## config.mk

```make
export PLATFORM = sky130hd
export DESIGN_NAME = stochastic_depressing_synapse
export DESIGN_NICKNAME = d
export VERILOG_FILES = /design/src/sv/sds_pkg.sv /design/src/sv/stochastic_depressing_synapse.sv
export SDC_FILE = /design/constraint.sdc
export NUM_CORES = 1
export LEC_CHECK = 0
export ABC_AREA = 1
export BUFFER_PORTS_ARGS = -buffer_cell sky130_fd_sc_hd__buf_2
export CAP_MARGIN = 25
export CORE_MARGIN = 2
export CORE_UTILIZATION = 59
export DETAILED_ROUTE_END_ITERATION = 8
export PLACE_DENSITY = 0.77
export SETUP_SLACK_MARGIN = 0.5
export SLEW_MARGIN = 20
export SYNTH_ARGS = -nofsm -noshare
export SYNTH_HDL_FRONTEND = slang
export SYNTH_SLANG_ARGS = --single-unit
```

## constraint.sdc

```tcl
create_clock -name i_clk -period 5.3 [get_ports i_clk]
set_clock_uncertainty 0.15 [all_clocks]
set_input_delay 0.53 -clock i_clk [delete_from_list [all_inputs] [get_ports i_clk]]
set_output_delay 0.53 -clock i_clk [all_outputs]
set_load 0.05 [all_outputs]
```

## src/sv/sds_pkg.sv

```systemverilog
package sds_pkg;

    // field and state widths
    localparam int CNT_W    = 4;
    localparam int LEVEL_W  = 17;
    localparam int REG_W    = 16;
    localparam int LFSR_W   = 32;
    localparam int PC_W     = 3;
    localparam int ADDR_W   = 1;

    localparam logic [LEVEL_W-1:0] LEVEL_MAX  = 17'h1FFFF;
    localparam logic [LFSR_W-1:0]  LFSR_TAPS  = 32'h8020_0003;
    localparam logic [LFSR_W-1:0]  LFSR_SEED  = 32'h0000_ACE1;
    localparam logic [REG_W-1:0]   POLE_RESET = 16'd65000;
    localparam logic [REG_W-1:0]   STEP_RESET = 16'd6554;

    // register indexes
    localparam logic [ADDR_W-1:0] REG_DECAY_POLE = 1'd0;
    localparam logic [ADDR_W-1:0] REG_LEVEL_STEP = 1'd1;

    typedef logic [PC_W-1:0] t_pc;

    // microprogram step addresses
    localparam t_pc PC_WAIT  = 3'd0;
    localparam t_pc PC_FRONT = 3'd1;
    localparam t_pc PC_CHECK = 3'd2;
    localparam t_pc PC_DRAW  = 3'd3;
    localparam t_pc PC_EMIT  = 3'd4;

    // datapath operations
    typedef enum logic [2:0] {
        OP_NONE  = 3'd0,
        OP_LOAD  = 3'd1,
        OP_FRONT = 3'd2,
        OP_DRAW  = 3'd3,
        OP_EMIT  = 3'd4
    } t_op;

    // jump conditions
    typedef enum logic [2:0] {
        COND_ALWAYS     = 3'd0,
        COND_ACCEPT     = 3'd1,
        COND_K_LT_CNT   = 3'd2,
        COND_KN_LT_CNT  = 3'd3,
        COND_OUT_FREE   = 3'd4
    } t_cond;

    typedef struct packed {
        t_op   op;
        t_cond cond;
        t_pc   tgt_true;
        t_pc   tgt_false;
    } t_uword;

    // control store
    function automatic t_uword ucode_rom(input t_pc pc);
        t_uword w;
        case (pc)
            PC_WAIT:  w = '{OP_LOAD,  COND_ACCEPT,    PC_FRONT, PC_WAIT};
            PC_FRONT: w = '{OP_FRONT, COND_ALWAYS,    PC_CHECK, PC_CHECK};
            PC_CHECK: w = '{OP_NONE,  COND_K_LT_CNT,  PC_DRAW,  PC_EMIT};
            PC_DRAW:  w = '{OP_DRAW,  COND_KN_LT_CNT, PC_DRAW,  PC_EMIT};
            PC_EMIT:  w = '{OP_EMIT,  COND_OUT_FREE,  PC_WAIT,  PC_EMIT};
            default:  w = '{OP_NONE,  COND_ALWAYS,    PC_WAIT,  PC_WAIT};
        endcase
        return w;
    endfunction

endpackage

```

## src/sv/stochastic_depressing_synapse.sv

```systemverilog
// an accepted item passes the front and check steps, n draws (n = clamped count, less one for the
//   first spike of a train) and the emit step; a new item is taken only after the last one is emitted
// the draw loop runs one random draw and compare per cycle through a single lfsr and adder
// i_rst_n is synchronous, active low: level and first-spike flag clear, lfsr takes seed 0xACE1,
//   registers take their defaults (pole 65000, step 6554), no result is pending
module stochastic_depressing_synapse #(
    parameter int COUNT_MAX = 15,
    parameter int RAND_BITS = 16
) (
    input  logic                          i_clk,
    input  logic                          i_rst_n,
    // configuration write port
    input  logic                          i_cfg_we,
    input  logic [sds_pkg::ADDR_W-1:0]    i_cfg_addr,
    input  logic [sds_pkg::REG_W-1:0]     i_cfg_wdata,
    // input items
    input  logic                          i_s_tvalid,
    output logic                          o_s_tready,
    input  logic [7:0]                    i_s_tdata,   // [3:0] spike_count, [7:4] zero
    input  logic                          i_s_tuser,   // [0] train_start
    // result items
    output logic                          o_m_tvalid,
    input  logic                          i_m_tready,
    output logic [7:0]                    o_m_tdata    // [3:0] passed_count, [7:4] zero
);
    import sds_pkg::*;

    localparam logic [CNT_W-1:0] CNT_CLAMP =
        (COUNT_MAX > 15) ? 4'd15 : CNT_W'(COUNT_MAX);
    localparam int DRAW_PAD = LFSR_W - RAND_BITS;

    logic [PC_W-1:0]    r_pc, n_pc;
    logic [CNT_W-1:0]   r_count, n_count;
    logic [CNT_W-1:0]   r_k, n_k;
    logic [CNT_W-1:0]   r_passed, n_passed;
    logic [LEVEL_W-1:0] r_level, n_level;
    logic               r_first_seen, n_first_seen;
    logic [LFSR_W-1:0]  r_lfsr, n_lfsr;
    logic [REG_W-1:0]   r_decay_pole, n_decay_pole;
    logic [REG_W-1:0]   r_level_step, n_level_step;
    logic               r_out_valid, n_out_valid;
    logic [CNT_W-1:0]   r_out_data, n_out_data;

    t_uword                      w_uword;
    logic                        w_accept;
    logic                        w_out_free;
    logic                        w_cond;
    logic [CNT_W-1:0]            w_spikes;
    logic [LFSR_W-1:0]           w_lfsr_next;
    logic [LFSR_W-1:0]           w_draw;
    logic [LEVEL_W+REG_W-1:0]    w_prod;
    logic [LEVEL_W:0]            w_sum;
    logic [LEVEL_W-1:0]          w_raised;
    logic [CNT_W:0]              w_k_next;

    // control word fetch
    assign w_uword    = ucode_rom(r_pc);
    assign o_s_tready = (w_uword.op == OP_LOAD);
    assign w_accept   = i_s_tvalid && o_s_tready;
    assign w_out_free = !r_out_valid || i_m_tready;

    assign o_m_tvalid = r_out_valid;
    assign o_m_tdata  = {4'd0, r_out_data};

    // datapath helpers
    assign w_spikes    = (i_s_tdata[CNT_W-1:0] > CNT_CLAMP) ? CNT_CLAMP : i_s_tdata[CNT_W-1:0];
    assign w_lfsr_next = (r_lfsr >> 1) ^ (r_lfsr[0] ? LFSR_TAPS : '0);
    assign w_draw      = {{DRAW_PAD{1'b0}}, w_lfsr_next[RAND_BITS-1:0]};
    assign w_prod      = {{REG_W{1'b0}}, r_level} * {{LEVEL_W{1'b0}}, r_decay_pole};
    assign w_sum       = {1'b0, r_level} + {2'b00, r_level_step};
    assign w_raised    = w_sum[LEVEL_W] ? LEVEL_MAX : w_sum[LEVEL_W-1:0];
    assign w_k_next    = {1'b0, r_k} + 5'd1;

    // jump condition
    always_comb begin
        case (w_uword.cond)
            COND_ALWAYS:    w_cond = 1'b1;
            COND_ACCEPT:    w_cond = w_accept;
            COND_K_LT_CNT:  w_cond = (r_k < r_count);
            COND_KN_LT_CNT: w_cond = (w_k_next < {1'b0, r_count});
            COND_OUT_FREE:  w_cond = w_out_free;
            default:        w_cond = 1'b0;
        endcase
        n_pc = w_cond ? w_uword.tgt_true : w_uword.tgt_false;
    end

    // datapath driven by the control word
    always_comb begin
        n_count      = r_count;
        n_k          = r_k;
        n_passed     = r_passed;
        n_level      = r_level;
        n_first_seen = r_first_seen;
        n_lfsr       = r_lfsr;
        n_out_valid  = r_out_valid && !i_m_tready;
        n_out_data   = r_out_data;
        n_decay_pole = r_decay_pole;
        n_level_step = r_level_step;

        if (i_cfg_we) begin
            if (i_cfg_addr == REG_DECAY_POLE) begin
                n_decay_pole = i_cfg_wdata;
            end else if (i_cfg_addr == REG_LEVEL_STEP) begin
                n_level_step = i_cfg_wdata;
            end
        end

        case (w_uword.op)
            OP_LOAD: begin
                if (w_accept) begin
                    n_count = w_spikes;
                    if (i_s_tuser) begin
                        n_first_seen = 1'b0;
                    end
                end
            end
            OP_FRONT: begin
                n_k      = '0;
                n_passed = '0;
                if (!r_first_seen) begin
                    // first spike of the train always passes
                    if (r_count != '0) begin
                        n_first_seen = 1'b1;
                        n_level      = {1'b0, r_level_step};
                        n_passed     = 4'd1;
                        n_k          = 4'd1;
                    end
                end else begin
                    // decay by the pole, truncating
                    n_level = w_prod[LEVEL_W+REG_W-1:REG_W];
                end
            end
            OP_DRAW: begin
                n_lfsr = w_lfsr_next;
                n_k    = w_k_next[CNT_W-1:0];
                if (LFSR_W'(r_level) <= w_draw) begin
                    n_level  = w_raised;
                    n_passed = r_passed + 4'd1;
                end
            end
            OP_EMIT: begin
                if (w_out_free) begin
                    n_out_valid = 1'b1;
                    n_out_data  = r_passed;
                end
            end
            default: begin
            end
        endcase
    end

    // control and state registers
    always_ff @(posedge i_clk) begin
        if (!i_rst_n) begin
            r_pc         <= PC_WAIT;
            r_level      <= '0;
            r_first_seen <= 1'b0;
            r_lfsr       <= LFSR_SEED;
            r_decay_pole <= POLE_RESET;
            r_level_step <= STEP_RESET;
            r_out_valid  <= 1'b0;
        end else begin
            r_pc         <= n_pc;
            r_level      <= n_level;
            r_first_seen <= n_first_seen;
            r_lfsr       <= n_lfsr;
            r_decay_pole <= n_decay_pole;
            r_level_step <= n_level_step;
            r_out_valid  <= n_out_valid;
        end
    end

    // payload registers
    always_ff @(posedge i_clk) begin
        r_count    <= n_count;
        r_k        <= n_k;
        r_passed   <= n_passed;
        r_out_data <= n_out_data;
    end

`ifndef ASSERT_OFF
    // an accepted item moves on to the front step
    a_accept_front: assert property (@(posedge i_clk) disable iff (!i_rst_n)
        (i_s_tvalid && o_s_tready) |=> (r_pc == PC_FRONT))
        else $error("accepted item did not reach front step");

    // draws happen only after the first spike and within the count
    a_draw_bounds: assert property (@(posedge i_clk) disable iff (!i_rst_n)
        (r_pc == PC_DRAW) |-> (r_first_seen && (r_k < r_count)))
        else $error("draw outside the spike loop");

    // passed spikes never outnumber handled spikes
    a_passed_le_k: assert property (@(posedge i_clk) disable iff (!i_rst_n)
        (r_pc == PC_DRAW || r_pc == PC_EMIT) |-> (r_passed <= r_k))
        else $error("passed count above handled count");

    // lfsr never locks up at zero
    a_lfsr_live: assert property (@(posedge i_clk) disable iff (!i_rst_n)
        r_lfsr != '0)
        else $error("lfsr reached zero");
`endif

endmodule
```

=== Word level (Yosys, flattened, before mapping) ===
Cells that the tools add are included.

* Add/sub/neg operators: 3
* $mul: 1
* $lt $le $gt $ge: 4
* Equal/unequal tests: 16
* Multiplexer cells: 21
* Bitwise gates (word level): 2
* Reductions and logical operators: 17

{| class="wikitable"
|+ Operator list
! operator !! count
|-
| two-way mux 17 bit || 4
|-
| one-hot mux 12 bit (5 select lines) || 1
|-
| one-hot mux 17 bit (2 select lines) || 1
|-
| multiplier 17 x 16 -> 33 bit || 1
|-
| two-way mux 32 bit || 1
|-
| XOR 31 x 32 -> 32 bit || 1
|-
| adder 17 x 16 -> 18 bit || 1
|-
| equality test 3 x 2 -> 1 bit (second input constant) || 6
|-
| <= comparator 17 x 16 -> 1 bit || 1
|-
| one-hot mux 4 bit (2 select lines) || 2
|-
| AND reduction 2 bit || 5
|-
| equality test 3 x 1 -> 1 bit (second input constant) || 3
|-
| equality test 3 bit (second input constant) || 3
|-
| two-way mux 1 bit || 8
|-
| logical NOT 3 bit || 2
|-
| AND reduction 3 bit || 2
|-
| adder 4 x 1 -> 5 bit (second input constant) || 1
|-
| < comparator 5 x 4 -> 1 bit || 1
|-
| one-hot mux 1 bit (5 select lines) || 1
|-
| adder 4 x 1 -> 4 bit (second input constant) || 1
|-
| greater-than comparator 4 bit (second input constant) || 1
|-
| < comparator 4 bit || 1
|-
| two-way mux 4 bit || 1
|-
| != test 2 x 1 -> 1 bit (second input constant) || 2
|-
| other kinds (10) || 13
|}

* Flip-flop bits (word level): 102
* Input bits: 31
* Output and inout bits: 10

=== Longest topological paths before layout ===
* Depth after elaboration: 6
* Mapped depth: 30

=== Worst setup path after synthesis ===
OpenSTA, ideal clock, no wires.

* Path type: reg2reg
* From: register r_level[7]
* To: register r_level[11]
* Arrival time: 5.530 ns
* Required time: 5.041 ns
* Path slack: -0.488 ns
* Stages on the path, launching flop included: 26
* Path buffers: 2
* Clock period less this slack: 5.788 ns
* Cell sequence: dfxtp_1 > clkbuf_1 > clkbuf_1 > nand2_1 > fa_1 > inv_1 > fa_1 > inv_1 > fa_1 > inv_1 > fa_1 > fa_1 > inv_1 > fa_1 > inv_1 > ha_1 > a21oi_1 > nand2_1 > a21oi_1 > nor2_1 > nor2_1 > nand3_1 > nand3_1 > nand4_1 > nand2_1 > inv_1

* Word-level cells in the longest chain between the ends: 4
* Elaborated cells on any way between the ends: 9
* Classes of those cells: add/sub (1); mul (1); order compare (1); eq/ne (1); mux (4); reduce/logical (1)

{| class="wikitable"
|+ Ends and longest elaborated chain
! element !! line !! text
|-
| start: declaration || stochastic_depressing_synapse.sv:36 || <nowiki>logic [LEVEL_W-1:0] r_level, n_level;</nowiki>
|-
| start signal: assignment || stochastic_depressing_synapse.sv:164 || <nowiki>r_level <= n_level;</nowiki>
|-
| branches (longest 4 deep; another with multiplier 17 x 16 -> 33 bit) || n/a ||
|}

Several ways; the timed one is not identified. The select of a mux whose other input is x is not followed.
A chain may end at the register's enable or synchronous reset.

=== Worst setup path in the final report ===
* From: register r_decay_pole[4]
* To: register r_level[13]

* Word-level cells in the longest chain between the ends: 3

{| class="wikitable"
|+ Ends and longest elaborated chain
! element !! line !! text
|-
| start: declaration || stochastic_depressing_synapse.sv:39 || <nowiki>logic [REG_W-1:0] r_decay_pole, n_decay_pole;</nowiki>
|-
| start signal: assignment || stochastic_depressing_synapse.sv:167 || <nowiki>r_decay_pole <= n_decay_pole;</nowiki>
|-
| multiplier 17 x 16 -> 33 bit || stochastic_depressing_synapse.sv:69 || <nowiki>assign w_prod = {{REG_W{1'b0}}, r_level} * {{LEVEL_W{1'b0}}, r_decay_pole};</nowiki>
|-
| two-way mux 17 bit || stochastic_depressing_synapse.sv:120 || <nowiki>if (!r_first_seen) begin</nowiki>
|-
| one-hot mux 17 bit (2 select lines) || stochastic_depressing_synapse.sv:108 || <nowiki>case (w_uword.op)</nowiki>
|}

Every way passes these cells.

==> impl.org <==
** Outcome
- The flow ran to the end, but the final reports show violations.
- Violations in the final reports :: negative setup slack

** Worst setup path
- For the worst setup path, the data required time is 5.40 ns.
- The setup check on the worst reg-to-reg path leaves a slack of -0.34 ns.
- For this run, the slowest stage of the critical path takes 0.55 ns.
- The number of buffers and inverters on the critical path is 9.
- Type of element launching the critical path :: register
- On the critical path the largest part of the delay comes from adder cells.
- For the worst flop-to-flop path, the logic depth is 26.
- FF-to-FF End :: r_level[13]
- Of all nets on the critical path, the largest fanout is 5.
- The worst register-to-register path begins at r_decay_pole[4].
- Crit-path slowest cell :: sky130_fd_sc_hd__fa_1
- Crit path arrival time :: 5.74 ns
- By startpoint and endpoint, the worst setup path is classified as reg -> reg.
- STA classifies the critical path endpoint as a register.

** Final layout
- Of the cells placed in the final design, the portion with a size suffix greater than 1 is 17.7%.
- The layout has 2,120 filler cells.
- At the end of the flow, the number of nets in the layout was 2,647.
- The number of antenna diodes in the final layout is 0.
- P&R area growth vs syn :: 17.3%
- For this run, the number of standard cells in the final layout without fillers is 2,606.
- Final design area excluding fillers :: 18,000 µm²

** Synth
- Most common library cells after synthesis :: 602 x sky130_fd_sc_hd__nand2_1, 514 x sky130_fd_sc_hd__inv_1, 208 x sky130_fd_sc_hd__fa_1, 159 x sky130_fd_sc_hd__nor2_1, 142 x sky130_fd_sc_hd__ha_1
- Sequential element share of the synthesized area :: 14.3%
- Ys async rst share :: 0%
- sky130_fd_sc_hd__nand2_1 is the most common cell in the netlist.
- Synthesized instance count :: 2,172
- The cell area that synthesis handed to floorplanning was 15,400 µm².
- In this run the mean area of a mapped cell was 7.07 µm².
- Register bit total from synthesis :: 102
- Main area contributors after synthesis :: sky130_fd_sc_hd__fa_1 27%, sky130_fd_sc_hd__nand2_1 15%, sky130_fd_sc_hd__inv_1 13%, sky130_fd_sc_hd__ha_1 12%, sky130_fd_sc_hd__dfxtp_1 11%
- Yosys mapped a number of flops with a built-in enable equal to 16.
- Cell type with the highest aggregate area in the netlist :: sky130_fd_sc_hd__fa_1
- Share of the synthesized area in the top cell type :: 27.1%
- Counting distinct cell types in the post-synthesis netlist gives 44.
- For this run, the leading register cell type out of synthesis is sky130_fd_sc_hd__dfxtp_1.
- Number of warnings printed during yosys synthesis :: 0

** Floorplan
- DIE AREA :: 27,300 µm²
- The region available for standard cell placement spans 25,800 µm².
- Die Span Y :: 165 µm
- The floorplan has 59 rows.
- The die is 165 µm wide.
- Ports :: 41
- Initial Util :: 59.4%

** Clocking
- TritonCTS built the clock tree.
- Post-cts hold buffer count :: 0
- CTS H-Tree Depth :: 3
- Clock root buffer :: sky130_fd_sc_hd__clkbuf_16
- CTS buffer count :: 9
- Max Root-Sink Buffers :: 2
- For the worst-skew pair, the clock arrives at the later sink with an insertion delay of 0.36 ns.
- CTS saw 102 sinks.
- Clock-pin slew of the registers on the worst-case setup and hold paths :: 0.08 ns

** Placed design
- Post-placement cell count :: 2,567
- Minimum setup slack after placement :: -0.384 ns
- Port buffering added 32 buffers.
- The congestion estimate from routability-driven global placement came to 0.943.
- Summed over all nets, the half-perimeter wirelength after detailed placement is 33,300 µm.
- Cell area reported after detailed placement :: 16,900 µm²

** STA
- Hold violation total from the final report :: 0
- After layout, the worst setup slack is -0.338 ns.
- Setup repair after global routing could not meet its margin everywhere.
- Period utilization :: 106%
- For the finished layout, the period the worst path requires is 5.64 ns.
- Hold timing on the final database bottoms out at a slack of 0.189 ns.
- The final-report max-slew violation count was 0.
- Actual transition at the worst max-transition pin :: 0.865 ns
- Setup violations remaining at the end of the flow were counted as 17.
- Relative slew slack :: 42.3%
- Max Clk Rate :: 177 MHz

** GRT
- Pin count of the biggest net entering global routing :: 83
- Via count of the first global-routing pass :: 14,100
- Global routing consumed, over all layers together, 31.7% of the routing resources.
- Antenna violations before repair :: 0
- Met3 GRT Util :: 4.87%
- Layer carrying the most global-route usage :: met2
- After global routing the overflow that remains totals 0.
- GR met2 Demand/Resource :: 54.0%
- Wire length of the first global-routing pass :: 67,700 µm
- Met1 track utilization from global routing :: 40.5%

** Route
- Antenna-violating nets left :: 0
- Drc violations :: 0
- Wirelength, routed :: 42,100 µm
- The first detailed-routing pass ran for 6 iterations.
- The routed layout has 13,800 vias.
- Detailed Route Iter0 Violations :: 901
- Average detailed-routed wire length per instance :: 16.1 µm
- Using the TritonRoute via totals, the vias-per-cell ratio works out to 5.29.

** Min path
- Along the worst hold path, the cell count comes to 1.
- In this run the worst hold path is classified as in -> reg.
- Origin of the worst min-delay path :: i_s_tdata[1]
- End of the worst hold path :: r_count[1]

** Job
- Max-cap violations in this run came to 0.
metrics by stage:
| step | setup TNS [ns] | utilization, % |
|---|---|---|
| floorplan | 0 | - |
| global placement | -4.95 | 65.5 |
| detailed placement | -5.66 | 65.5 |
| CTS | -2.43 | 68.0 |
| global route | -7.44 | 69.7 |
| finish | -4.05 | 69.7 |
per-layer routing:
metal / vias to the layer above / wire [µm]
met1: 6573 / 17100
met3: 118 / 3110
met5: - / 0
li1: 6626 / -
met2: 468 / 20000
met4: 0 / 1760
flip-flops by register name (all words and copies together) (netlist names):
name and count:
r_out_data 4, r_first_seen 1, r_lfsr 32, r_decay_pole 16, r_k 4, r_pc 3, r_count 4, r_level_step 16
o_m_tvalid 1, r_passed 4, r_level 17
worst reg2reg max path, stage by stage, from the launching register on:
cell and delay [ns]:
sky130_fd_sc_hd__dfxtp_4 0.37, sky130_fd_sc_hd__buf_4 0.14, sky130_fd_sc_hd__nand2_1 0.06, sky130_fd_sc_hd__inv_1 0.07, sky130_fd_sc_hd__fa_1 0.54, sky130_fd_sc_hd__inv_1 0.06, sky130_fd_sc_hd__fa_1 0.48, sky130_fd_sc_hd__fa_2 0.54
sky130_fd_sc_hd__inv_1 0.06, sky130_fd_sc_hd__fa_1 0.47, sky130_fd_sc_hd__fa_1 0.49, sky130_fd_sc_hd__inv_1 0.05, sky130_fd_sc_hd__fa_1 0.55, sky130_fd_sc_hd__inv_2 0.06, sky130_fd_sc_hd__ha_4 0.31, sky130_fd_sc_hd__nand2_2 0.10
sky130_fd_sc_hd__inv_2 0.10, sky130_fd_sc_hd__nand3_4 0.10, sky130_fd_sc_hd__buf_4 0.15, sky130_fd_sc_hd__nor3_2 0.16, sky130_fd_sc_hd__nand2_1 0.13, sky130_fd_sc_hd__nand2_1 0.08, sky130_fd_sc_hd__nand2_1 0.05, sky130_fd_sc_hd__nand3_1 0.09
sky130_fd_sc_hd__nand4_1 0.09, sky130_fd_sc_hd__nand2_1 0.07, sky130_fd_sc_hd__inv_1 0.03
cell type report:
cell class              count  area, µm²  area share [%]
well taps                 335        419            2.33
repair buffers            178       1550            8.62
inverters                 521       1960            10.9
clock buffers               9        225            1.25
clock inverters             7       88.8           0.493
flip-flops and latches    102       2270            12.6
multi-input cells        1454      11500            63.9
worst max path at each step:
stage                               start           to  slack (ns)  cells past startpoint
final                     r_decay_pole[4]  r_level[13]       -0.34                     26
after global routing           r_level[7]   r_level[1]       -0.52                     26
after floorplan           r_decay_pole[4]   r_level[4]        0.13                     26
after detailed placement  r_decay_pole[3]   r_level[8]       -0.38                     20
after global placement    r_decay_pole[3]   r_level[4]       -0.34                     23
after CTS                      r_level[7]  r_level[13]       -0.22                     26
cell usage in the layout (no fill, tap or decap), types with 5 or more instances in the layout:
master,instances
sky130_fd_sc_hd__a21oi_1,46
sky130_fd_sc_hd__a21oi_2,15
sky130_fd_sc_hd__a21oi_4,5
sky130_fd_sc_hd__buf_12,19
sky130_fd_sc_hd__buf_2,32
sky130_fd_sc_hd__buf_4,114
sky130_fd_sc_hd__buf_6,11
sky130_fd_sc_hd__clkbuf_16,10
sky130_fd_sc_hd__dfxtp_1,63
sky130_fd_sc_hd__dfxtp_2,8
sky130_fd_sc_hd__dfxtp_4,15
sky130_fd_sc_hd__edfxtp_1,16
sky130_fd_sc_hd__fa_1,196
sky130_fd_sc_hd__fa_2,12
sky130_fd_sc_hd__ha_1,128
sky130_fd_sc_hd__ha_4,13
sky130_fd_sc_hd__inv_1,489
sky130_fd_sc_hd__inv_2,31
sky130_fd_sc_hd__nand2_1,555
sky130_fd_sc_hd__nand2_2,39
sky130_fd_sc_hd__nand2_4,14
sky130_fd_sc_hd__nand3_1,69
sky130_fd_sc_hd__nand3_2,12
sky130_fd_sc_hd__nand4_1,22
sky130_fd_sc_hd__nor2_1,143
sky130_fd_sc_hd__nor2_2,8
sky130_fd_sc_hd__nor2_4,14
sky130_fd_sc_hd__nor3_1,7
sky130_fd_sc_hd__o211ai_1,8
sky130_fd_sc_hd__o21ai_0,69
sky130_fd_sc_hd__o21ai_1,19
sky130_fd_sc_hd__o21ai_2,6
sky130_fd_sc_hd__xnor2_1,7
sky130_fd_sc_hd__xor2_1,11
logic make-up (layout without fill, tap and decap cells):
logic type	Yosys count	count (layout)	synth area share, %
AO/OA/AOI/OAI	181	181	6.32
XOR/XNOR	19	19	1.08
adder cells (fa/ha/maj)	350	350	38.7
buffers and inverters	619	715	15.6
flip-flops	102	102	14.3
other	1	4	0.0244
AND/OR/NAND/NOR	900	900	23.9
repair_timing:
item	4_1_cts	5_1_grt
pin swaps	11	40
setup endpoints to repair	17	17
gates cloned	0	1
buffers inserted	11	11
resized for setup	87	86
Power is not shown: default switching activity piles up to over one toggle a cycle in this logic, so the estimate is an artifact.
